$ cat config.mk
export PLATFORM = sky130hd
export DESIGN_NAME = buck_boost_mode_and_duty_control_top
export DESIGN_NICKNAME = d
export VERILOG_FILES = /design/src/rtl/bbmdc_pkg.sv /design/src/rtl/bbmdc_cfg.sv /design/src/rtl/bbmdc_mode.sv /design/src/rtl/bbmdc_duty.sv /design/src/rtl/buck_boost_mode_and_duty_control_top.sv
export SDC_FILE = /design/constraint.sdc
export NUM_CORES = 1
export LEC_CHECK = 0
export ABC_CLOCK_PERIOD_IN_PS = 19000
export BUFFER_PORTS_ARGS = -buffer_cell sky130_fd_sc_hd__buf_2
export CORE_ASPECT_RATIO = 0.6
export CORE_MARGIN = 2
export CORE_UTILIZATION = 49
export DETAILED_ROUTE_END_ITERATION = 8
export MAX_ROUTING_LAYER = met4
export PLACE_DENSITY = 0.71
export RECOVER_POWER = 50
export SLEW_MARGIN = 20
export SYNTH_ARGS = -nofsm -noshare
export SYNTH_HDL_FRONTEND = slang
export SYNTH_SLANG_ARGS = --single-unit
$ cat constraint.sdc
create_clock -name clk -period 19 [get_ports clk]
set_input_delay 3.8 -clock clk [delete_from_list [all_inputs] [get_ports clk]]
set_output_delay 3.8 -clock clk [all_outputs]
set_load 0.01 [all_outputs]
$ cat src/rtl/bbmdc_pkg.sv
// Shared types, constants and register codes for the buck-boost mode and duty control block.
// Used by every module under rtl; depends on nothing else.
package bbmdc_pkg;

  localparam int unsigned DATA_W = 16;
  localparam int unsigned IDX_W  = 3;

  localparam logic [1:0] MODE_SHUTDOWN  = 2'd0;
  localparam logic [1:0] MODE_BUCK      = 2'd1;
  localparam logic [1:0] MODE_BOOST     = 2'd2;
  localparam logic [1:0] MODE_BUCKBOOST = 2'd3;

  localparam logic [IDX_W-1:0] REG_TARGET     = 3'd0;
  localparam logic [IDX_W-1:0] REG_BAND       = 3'd1;
  localparam logic [IDX_W-1:0] REG_OVERVOLT   = 3'd2;
  localparam logic [IDX_W-1:0] REG_BUCK_LOW   = 3'd3;
  localparam logic [IDX_W-1:0] REG_BUCK_HIGH  = 3'd4;
  localparam logic [IDX_W-1:0] REG_BOOST_LOW  = 3'd5;
  localparam logic [IDX_W-1:0] REG_BOOST_HIGH = 3'd6;

  localparam logic [DATA_W-1:0] PWM_PERIOD_COUNT  = 16'd32768;
  localparam logic [DATA_W-1:0] BOOST_BUCK_CMP    = PWM_PERIOD_COUNT + 16'd1;
  localparam logic [DATA_W-1:0] BB_LOW_LIMIT      = 16'd1024;
  localparam logic [DATA_W-1:0] BB_HIGH_LIMIT     = 16'd30000;
  localparam logic [DATA_W-1:0] CURRENT_THRESHOLD = 16'd60;

  // floor(x / 100) == (x * 83887) >> 23 for every 16-bit x.
  localparam logic [16:0] STEP_RECIP = 17'd83887;
  localparam int unsigned STEP_SHIFT = 23;
  localparam int unsigned STEP_W     = 10;

  typedef struct packed {
    logic [DATA_W-1:0] target_output;
    logic [DATA_W-1:0] mode_band;
    logic [DATA_W-1:0] overvoltage_level;
    logic [DATA_W-1:0] buck_low_limit;
    logic [DATA_W-1:0] buck_high_limit;
    logic [DATA_W-1:0] boost_low_limit;
    logic [DATA_W-1:0] boost_high_limit;
  } cfg_t;

  typedef struct packed {
    logic [1:0] mode;
    logic       overvolt;
  } mode_dec_t;

  typedef struct packed {
    logic [DATA_W-1:0] duty;
    logic [DATA_W-1:0] buck_cmp;
    logic [DATA_W-1:0] boost_cmp;
    logic [DATA_W-1:0] trig_cmp;
  } duty_res_t;

endpackage

$ cat src/rtl/bbmdc_cfg.sv
// Configuration register file for the buck-boost mode and duty control block.
// Depends on bbmdc_pkg.
module bbmdc_cfg (
  input  logic                                  clk,
  input  logic                                  rst_n,
  input  logic                                  wr_en,
  input  logic [bbmdc_pkg::IDX_W-1:0]           wr_index,
  input  logic [bbmdc_pkg::DATA_W-1:0]          wr_data,
  output bbmdc_pkg::cfg_t                       cfg
);
  import bbmdc_pkg::*;

  cfg_t cfg_r;
  cfg_t cfg_nxt;

  always_comb begin
    cfg_nxt = cfg_r;
    if (wr_en) begin
      case (wr_index)
        REG_TARGET:     cfg_nxt.target_output     = wr_data;
        REG_BAND:       cfg_nxt.mode_band         = wr_data;
        REG_OVERVOLT:   cfg_nxt.overvoltage_level = wr_data;
        REG_BUCK_LOW:   cfg_nxt.buck_low_limit    = wr_data;
        REG_BUCK_HIGH:  cfg_nxt.buck_high_limit   = wr_data;
        REG_BOOST_LOW:  cfg_nxt.boost_low_limit   = wr_data;
        REG_BOOST_HIGH: cfg_nxt.boost_high_limit  = wr_data;
        default:        cfg_nxt = cfg_r;
      endcase
    end
  end

  always_ff @(posedge clk) begin
    if (!rst_n) begin
      cfg_r <= '{default: '0, overvoltage_level: '1};
    end else begin
      cfg_r <= cfg_nxt;
    end
  end

  assign cfg = cfg_r;

endmodule

$ cat src/rtl/bbmdc_mode.sv
// Mode decision: buck, boost or buck-boost from the averaged input against the target,
// with overvoltage shutdown. Depends on bbmdc_pkg.
module bbmdc_mode (
  input  logic [bbmdc_pkg::DATA_W-1:0] input_volts,
  input  logic [bbmdc_pkg::DATA_W-1:0] output_volts,
  input  logic [bbmdc_pkg::DATA_W-1:0] input_volts_avg,
  input  bbmdc_pkg::cfg_t              cfg,
  input  logic [1:0]                   mode_prev,
  output bbmdc_pkg::mode_dec_t         dec
);
  import bbmdc_pkg::*;

  logic [DATA_W:0]   avg_plus_band;
  logic [DATA_W:0]   tgt_plus_band;
  logic [DATA_W-1:0] abs_diff;
  logic [1:0]        band_mode;
  logic              overvolt;

  always_comb begin
    avg_plus_band = {1'b0, input_volts_avg} + {1'b0, cfg.mode_band};
    tgt_plus_band = {1'b0, cfg.target_output} + {1'b0, cfg.mode_band};
    abs_diff = (input_volts_avg >= cfg.target_output) ?
               (input_volts_avg - cfg.target_output) :
               (cfg.target_output - input_volts_avg);

    // Target below avg - band is tested as target + band < avg to stay unsigned.
    if ({1'b0, cfg.target_output} > avg_plus_band) begin
      band_mode = MODE_BOOST;
    end else if (tgt_plus_band < {1'b0, input_volts_avg}) begin
      band_mode = MODE_BUCK;
    end else if (abs_diff < cfg.mode_band) begin
      band_mode = MODE_BUCKBOOST;
    end else begin
      band_mode = mode_prev;
    end

    overvolt = (input_volts >= cfg.overvoltage_level) ||
               (output_volts >= cfg.overvoltage_level);

    dec.overvolt = overvolt;
    dec.mode     = overvolt ? MODE_SHUTDOWN : band_mode;
  end

endmodule

$ cat src/rtl/bbmdc_duty.sv
// Duty step, mode-dependent clamp and compare value generation.
// Depends on bbmdc_pkg.
module bbmdc_duty (
  input  logic [bbmdc_pkg::DATA_W-1:0] output_volts,
  input  logic [bbmdc_pkg::DATA_W-1:0] input_current_avg,
  input  bbmdc_pkg::cfg_t              cfg,
  input  bbmdc_pkg::mode_dec_t         dec,
  input  bbmdc_pkg::duty_res_t         prev,
  output bbmdc_pkg::duty_res_t         res
);
  import bbmdc_pkg::*;

  function automatic logic [DATA_W-1:0] clamp16(input logic [DATA_W:0]   x,
                                               input logic [DATA_W-1:0] hi,
                                               input logic [DATA_W-1:0] lo);
    logic [DATA_W-1:0] r;
    if (x > {1'b0, lo}) begin
      r = (x < {1'b0, hi}) ? x[DATA_W-1:0] : hi;
    end else begin
      r = lo;
    end
    return r;
  endfunction

  logic                     v_lt;
  logic                     v_gt;
  logic [DATA_W-1:0]        diff;
  logic [DATA_W+16:0]       prod;
  logic [STEP_W-1:0]        step;
  logic                     do_add;
  logic                     do_sub;
  logic [DATA_W:0]          sum;
  logic [DATA_W:0]          dc;
  logic [DATA_W-1:0]        hi;
  logic [DATA_W-1:0]        lo;
  logic [DATA_W-1:0]        dc_clamped;
  logic [DATA_W-1:0]        trig;

  always_comb begin
    v_lt = output_volts < cfg.target_output;
    v_gt = output_volts > cfg.target_output;
    diff = v_lt ? (cfg.target_output - output_volts) : (output_volts - cfg.target_output);
    prod = diff * STEP_RECIP;
    step = prod[STEP_SHIFT +: STEP_W];

    // At the current threshold with output above target both moves apply and cancel.
    do_add = v_lt || (input_current_avg <= CURRENT_THRESHOLD);
    do_sub = v_gt && (input_current_avg >= CURRENT_THRESHOLD);

    sum = {1'b0, prev.duty} + (do_add ? {{(DATA_W+1-STEP_W){1'b0}}, step} : '0);
    if (do_sub) begin
      dc = (sum < {{(DATA_W+1-STEP_W){1'b0}}, step}) ? '0 :
           (sum - {{(DATA_W+1-STEP_W){1'b0}}, step});
    end else begin
      dc = sum;
    end

    case (dec.mode)
      MODE_BUCK: begin
        hi = cfg.buck_high_limit;
        lo = cfg.buck_low_limit;
      end
      MODE_BOOST: begin
        hi = cfg.boost_high_limit;
        lo = cfg.boost_low_limit;
      end
      default: begin
        hi = BB_HIGH_LIMIT;
        lo = BB_LOW_LIMIT;
      end
    endcase

    dc_clamped = clamp16(dc, hi, lo);
    trig = clamp16({1'b0, dc[DATA_W:1]}, {1'b0, hi[DATA_W-1:1]}, {1'b0, lo[DATA_W-1:1]});

    res = prev;
    case (dec.mode)
      MODE_SHUTDOWN: begin
        res.duty = dec.overvolt ? '0 : prev.duty;
      end
      MODE_BUCK: begin
        res.duty      = dc_clamped;
        res.buck_cmp  = dc_clamped;
        res.boost_cmp = '0;
        res.trig_cmp  = trig;
      end
      MODE_BOOST: begin
        res.duty      = dc_clamped;
        res.buck_cmp  = BOOST_BUCK_CMP;
        res.boost_cmp = dc_clamped;
        res.trig_cmp  = trig;
      end
      default: begin
        res.duty      = dc_clamped;
        res.buck_cmp  = dc_clamped;
        res.boost_cmp = dc_clamped;
        res.trig_cmp  = trig;
      end
    endcase
  end

endmodule

$ cat src/rtl/buck_boost_mode_and_duty_control_top.sv
// Top level of the buck-boost mode and duty control block: input register, decision and
// duty logic, state and output register. Depends on bbmdc_pkg, bbmdc_cfg, bbmdc_mode, bbmdc_duty.
//
// One item per PWM period tick goes in; exactly one result comes out, through the input register and
// then the output register, once the output side is ready. A new item can be taken every cycle while
// the output side is ready: the duty, mode and held compare state is updated in the same cycle that an item
// moves from the input register to the output register, so that feedback loop sets the rate. The output
// register decouples the two sides, so an item is accepted while a result still waits.
// Configuration writes are always taken (cfg_ready is high) and must only happen while idle.
module buck_boost_mode_and_duty_control_top (
  input  logic                             clk,
  input  logic                             rst_n,
  // in_tdata: input_volts[15:0], output_volts[31:16], input_volts_avg[47:32],
  //           input_current_avg[63:48]
  input  logic                             in_tvalid,
  output logic                             in_tready,
  input  logic [63:0]                      in_tdata,
  // out_tdata: mode[1:0], drive_enable[2], buck_compare[18:3], boost_compare[34:19],
  //            adc_trigger_compare[50:35], zero[55:51]
  output logic                             out_tvalid,
  input  logic                             out_tready,
  output logic [55:0]                      out_tdata,
  input  logic                             cfg_valid,
  output logic                             cfg_ready,
  input  logic [bbmdc_pkg::IDX_W-1:0]      cfg_index,
  input  logic [bbmdc_pkg::DATA_W-1:0]     cfg_data
);
  import bbmdc_pkg::*;

  cfg_t      cfg;
  mode_dec_t dec;
  duty_res_t state_r;
  duty_res_t state_nxt;

  logic        s1_valid_r;
  logic [63:0] s1_data_r;
  logic [1:0]  mode_r;
  logic        out_valid_r;
  logic [55:0] out_data_r;
  logic        advance;
  logic        in_fire;

  assign cfg_ready = 1'b1;

  bbmdc_cfg u_cfg (
    .clk      (clk),
    .rst_n    (rst_n),
    .wr_en    (cfg_valid),
    .wr_index (cfg_index),
    .wr_data  (cfg_data),
    .cfg      (cfg)
  );

  bbmdc_mode u_mode (
    .input_volts     (s1_data_r[15:0]),
    .output_volts    (s1_data_r[31:16]),
    .input_volts_avg (s1_data_r[47:32]),
    .cfg             (cfg),
    .mode_prev       (mode_r),
    .dec             (dec)
  );

  bbmdc_duty u_duty (
    .output_volts      (s1_data_r[31:16]),
    .input_current_avg (s1_data_r[63:48]),
    .cfg               (cfg),
    .dec               (dec),
    .prev              (state_r),
    .res               (state_nxt)
  );

  assign advance   = s1_valid_r && (!out_valid_r || out_tready);
  assign in_tready = !s1_valid_r || advance;
  assign in_fire   = in_tvalid && in_tready;

  always_ff @(posedge clk) begin
    if (!rst_n) begin
      s1_valid_r  <= 1'b0;
      out_valid_r <= 1'b0;
      mode_r      <= MODE_SHUTDOWN;
      state_r     <= '0;
    end else begin
      if (in_tready) begin
        s1_valid_r <= in_tvalid;
      end
      if (advance) begin
        out_valid_r <= 1'b1;
        mode_r      <= dec.mode;
        state_r     <= state_nxt;
      end else if (out_tready) begin
        out_valid_r <= 1'b0;
      end
    end
  end

  always_ff @(posedge clk) begin
    if (in_fire) begin
      s1_data_r <= in_tdata;
    end
    if (advance) begin
      out_data_r <= {5'b0, state_nxt.trig_cmp, state_nxt.boost_cmp, state_nxt.buck_cmp,
                     (dec.mode != MODE_SHUTDOWN), dec.mode};
    end
  end

  assign out_tvalid = out_valid_r;
  assign out_tdata  = out_data_r;

`ifndef SYNTHESIS
  // The drive enable bit of a shown result matches its mode field.
  a_enable_matches_mode: assert property (@(posedge clk) disable iff (!rst_n)
    out_valid_r |-> (out_data_r[2] == (out_data_r[1:0] != MODE_SHUTDOWN)))
    else $error("drive_enable disagrees with mode");

  // An overvoltage item clears the duty state.
  a_overvolt_clears_duty: assert property (@(posedge clk) disable iff (!rst_n)
    (advance && dec.overvolt) |=> (state_r.duty == '0) && (mode_r == MODE_SHUTDOWN))
    else $error("overvoltage did not clear duty");

  // While in boost mode the buck side is held fully on.
  a_boost_holds_buck: assert property (@(posedge clk) disable iff (!rst_n)
    (mode_r == MODE_BOOST) |-> (state_r.buck_cmp == BOOST_BUCK_CMP))
    else $error("boost mode without buck side held on");

  // A buffered item waiting for the output register is never dropped.
  a_s1_kept: assert property (@(posedge clk) disable iff (!rst_n)
    (s1_valid_r && !advance) |=> s1_valid_r)
    else $error("input register lost an item");

  // Shutdown leaves the held compare values unchanged.
  a_shutdown_holds: assert property (@(posedge clk) disable iff (!rst_n)
    (advance && dec.mode == MODE_SHUTDOWN) |=> $stable(state_r.buck_cmp) &&
      $stable(state_r.boost_cmp) && $stable(state_r.trig_cmp))
    else $error("shutdown changed held compares");
`endif

endmodule
Word-level counts from Yosys, hierarchy flattened --
Index checks and enable logic that the tools add are counted.
Storage, ports and cells: bits of input ports 88, register bits 295, logic and storage cells 90
Operators by class: $mul 1, reduce and logical (&&, ||, !) cells 21, muxes and demuxes 20, add/subtract/negate cells 8, $lt $le $gt $ge 15, eq/ne operators 9
Operators with widths (count):
- one-hot mux 48 bit (3 select lines) | 1
- 2-to-1 mux 16 bit | 8
- one-hot mux 16 bit (2 select lines) | 2
- subtractor 16 bit | 4
- greater-or-equal comparator 16 bit | 3
- adder 16 x 16 -> 17 bit | 2
- < comparator 17 x 16 -> 1 bit | 2
- 2-to-1 mux 17 bit | 2
- multiplier 16 x 17 -> 33 bit (second input constant) | 1
- < comparator 16 bit | 2
- adder 16 x 17 -> 17 bit | 1
- greater-than comparator 16 x 17 -> 1 bit | 1
- greater-than comparator 17 x 16 -> 1 bit | 1
- < comparator 17 x 10 -> 1 bit | 1
- subtractor 17 x 10 -> 17 bit | 1
- greater-or-equal comparator 16 x 6 -> 1 bit (second input constant) | 1
- greater-than comparator 16 x 15 -> 1 bit | 1
- greater-than comparator 16 bit | 1
- <= comparator 16 x 6 -> 1 bit (second input constant) | 1
- < comparator 16 x 15 -> 1 bit | 1
- AND reduction 2 bit | 8
- 2-to-1 mux 10 bit | 1
- equality test 3 bit (second input constant) | 3
- 2-to-1 mux 2 bit | 4
- 12 further kinds | 21

Depth between registers and ports, before layout --
depth after elaboration 13, gate-level depth with buffers 67, mapped depth without buffers 64

Hierarchy --
A second synthesis with hierarchy kept.
Unflattened totals: cells, all modules 2804, area total of the unflattened synthesis 25796.0 µm²
By module, submodules not included:
- bbmdc_duty | area an instance 10692.8 µm², instances 1, seq. area each 0.0 µm², cells an instance 1367
- buck_boost_mode_and_duty_control_top | area an instance 6252.2 µm², instances 1, seq. area each 4814.6 µm², cells an instance 420
- bbmdc_mode | area an instance 4642.0 µm², instances 1, seq. area each 0.0 µm², cells an instance 612
- bbmdc_cfg | area an instance 4209.0 µm², instances 1, seq. area each 2242.2 µm², cells an instance 405

Worst setup path before layout --
OpenSTA, ideal clock, no wires.
path type flip-flop to flip-flop, start register u_cfg.cfg_r, in the netlist u_cfg.cfg[107], end register out_data_r[22], in the netlist out_tdata[22] (data pin), data required time 18.743 ns, arrival 13.920 ns, path buffers 5, setup slack 4.823 ns, setup time 0.257 ns, stages on the path, launching flop included 60, cells stage by stage dfxtp_1 > inv_1 > ha_1 > clkbuf_2 > nand4_1 > or2_2 > o211ai_2 > and2_1 > clkbuf_1 > buf_1 > clkbuf_1 > mux2i_1 > xor2_1 > fa_1 > fa_1 > inv_1 > fa_1 > fa_1 > (+24 left out) > nor2_1 > o21ai_0 > nor2_1 > a31oi_2 > a22oi_1 > inv_1 > ha_1 > a21o_1 > a21o_1 > a21oi_1 > o211ai_1 > or3_1 > a31oi_1 > and2_1 > buf_4 > nor2_1 > a211o_1 > a32o_1
RTL lines:
- start: declaration | RTL line bbmdc_cfg.sv:13 | cfg_t cfg_r;
- start signal: assignment | RTL line bbmdc_cfg.sv:36 | cfg_r <= cfg_nxt;
- end signal: assignment | RTL line buck_boost_mode_and_duty_control_top.sv:101 | out_data_r <= {5'b0, state_nxt.trig_cmp, state_nxt.boost_cmp, state_nxt.buck_cmp,
- end: declaration | RTL line buck_boost_mode_and_duty_control_top.sv:39 | logic [55:0] out_data_r;

==> run metrics <==
Worst Clk Skew 0.0263 ns; area share of the leading cell type in the synthesized netlist 18.6%; clk slew on worst S/H paths around 0.070 ns; # port buffers 140; post-synthesis mux area share 2.61%; critical path class flip-flop to flip-flop; row count 63; max_slew headroom -144%; first-pass GRT wire length 119000 um; largest family of logic cells by synthesized area adder cells; Compound-Gate Fraction of Synth Area 19.8%; simple-gate share of the synthesized area 12.1%; worst hold path type flip-flop to flip-flop; cell taking the most area after synthesis ha_1; largest net degree at the start of global routing 65; vias in the first global route roughly 20000; crit path launch u_cfg.cfg[102]; gp weighted congestion roughly 1.0; adder-cell share of the synthesized area a little over a quarter; Post-Layout Cell Count 3479; I/O pin cnt 147; root buffer cell clkbuf_16; max-slew violations 228; violated checks max-capacitance violations, max-slew violations; die height 178 um; clock buffer count from CTS 29; worst r2r src u_cfg.cfg[102]; status complete, but fails checks; Mapped Area 24600 um2; Post-Route WL about 79000 um; Initial Util 49.7%; CP Launch Type flip-flop; Area growth, synth to finish 9.12%; Max Cap Violations 4; initial antenna violation count 3; # H-tree levels 1; Hold Worst Slack 0.456 ns; Final Critical Period 17.58 ns; RSZ-0062 raised after global routing no; Async SR Flop Fraction 0%; Avg Cell Area, Syn 9.08 um2; Netlist cell types 82; post-CTS sizing 0; pre-CTS setup slack 1.87 ns; ys flop type dfxtp_1; top cells by area, synth ha_1, dfxtp_1, edfxtp_1; Inst Count DP 3422; drt pass-1 iters 6; post-synthesis xor/xnor area fraction 3.10%; Nets 3361; CTS Hold Bufs 0; Detailed Place HPWL between 60000 and 70000 um; Final Hold Viols 0; final clock period utilization by the worst path 92.5%; DIE WIDTH 293 um; die area approximately 52000 um2; total track usage 31.0%; worst-path fanout max 25; Clock Sinks 295; CTS tree built; core area 49500 um2; CP required 19.34 ns; Slew @ Worst Pin 3.66 ns; vias per cell 5.93; EDFF count, synth 115; crit-path max cell delay 0.89 ns; worst hold start state_r[2]; final setup fails 0; Detailed Route Iter0 Violations 2231; gate count of the mapped netlist 2708; average wire per standard cell approximately 23 um; share of layout cells above drive strength 1 7.43%; Worst-Skew Late Latency 0.61 ns; CP Data Arrival Time roughly 18 ns; Setup Fix Bufs, Post-CTS 0; vias post-DR 20600; DRC errors left 0; Max Fclk about 0.057 GHz; TNS Setup 0 ns; #FFs+latches synth 295; gr ovfl total 0; Final Worst Setup Slack 1.42 ns; CTS Buffer Depth 3; antenna viol nets, final 0; Syn. warnings 0; Seq/Total Area, Yosys 28.7%; CP max stage cell and2_1; Critical Path End Type flip-flop
==> cell usage in the layout, fill, tap and decap left out, types with 36 or more instances in the layout <==
cell and instances:
o21ai_0 99, a22o_1 47, mux2i_1 44, clkbuf_1 62
a21o_1 72, a21oi_1 232, a32o_1 39, inv_1 312
o21a_1 36, xnor2_1 58, buf_2 89, nand2_1 337
nor2_1 99, nand3_1 41, fa_1 105, dfxtp_1 180
edfxtp_1 115, ha_1 365
==> per-layer routing <==
metal  GRT usage [%]  part of all wire [%]
met5               -                     0
met4            5.91                   1.6
met3            9.87                    11
met2            39.9                    38
met1            46.7                    49
==> logic make-up after synthesis <==
kind of cell             count (synthesis)
AO/OA/AOI/OAI                          720
AND/OR/NAND/NOR                        662
adder cells (fa/ha/maj)                470
buffers and inverters                  411
flip-flops                             295
XOR/XNOR                                87
multiplexers                            61
other                                    2
==> flip-flops by register name (all words and copies together), names as in the netlist <==
signal,cells
s1_data_r,64
out_tdata,51
mode_r,2
state_r,64
out_tvalid,1
s1_valid_r,1
u_cfg.cfg,112
==> final timing paths <==
| check | depth (start not counted) | endpoint | slack (ns) |
|---|---|---|---|
| worst max register to register | 59 | out_tdata[34] | 1.42 |
| worst min register to register | 2 | state_r[2] | 0.46 |
| worst min-delay path | 2 | state_r[2] | 0.46 |
| worst max-delay path | 59 | out_tdata[34] | 1.42 |
==> metrics by stage <==
stage	instance area (um2)	util [%]
CTS	26900	54.4
finish	26800	54.2
detailed placement	25900	52.3
floorplan	24600	-
global placement	25900	52.3
global route	26800	54.2
==> synth_stat cells (7+ instances only) <==
cell type  count
mux2i_1       45
a22oi_1       15
ha_1         365
inv_1        313
and3_1        12
nor2b_1       30
nand4_1       27
o22a_1        10
a22o_1        47
a221oi_1      10
nand2_1      337
fa_1         105
xnor2_1       58
and2_1        20
a211oi_1      18
a21oi_1      232
o21a_1        36
buf_1          8
buf_4          9
or3_1          8
a32o_1        39
edfxtp_1     115
buf_2         10
o211ai_1      33
xor2_1        29
clkbuf_1      69
nand3_1       41
o21bai_1      12
o21ai_0      100
nor4_1         7
a31oi_1       14
mux2_2        15
nor2_1       102
or2_2         12
nand2b_1      19
dfxtp_1      180
nor3_1        32
a21o_1        72
==> critical path, delay by kind of cell, from the launching register on <==
family,cells,cell delay (ns)
flops,1,0.55
fa+ha+maj,11,5.03
compound gates,30,7.32
xor+xnor,3,0.73
simple gates,11,3.14
buf+inv,4,0.55
==> layout make-up <==
class	count	area [um2]
antenna	3	7.51
clock buffer	43	870
clock inverter	11	181
fill	4550	22700
inverter	313	1180
multi-input combinational	2006	16000
sequential	295	7060
tap	650	813
timing repair buffer	158	753
Power is left out: the tool's default activity adds up to more than one toggle a clock period on the data nets, which glitch-free logic cannot reach.
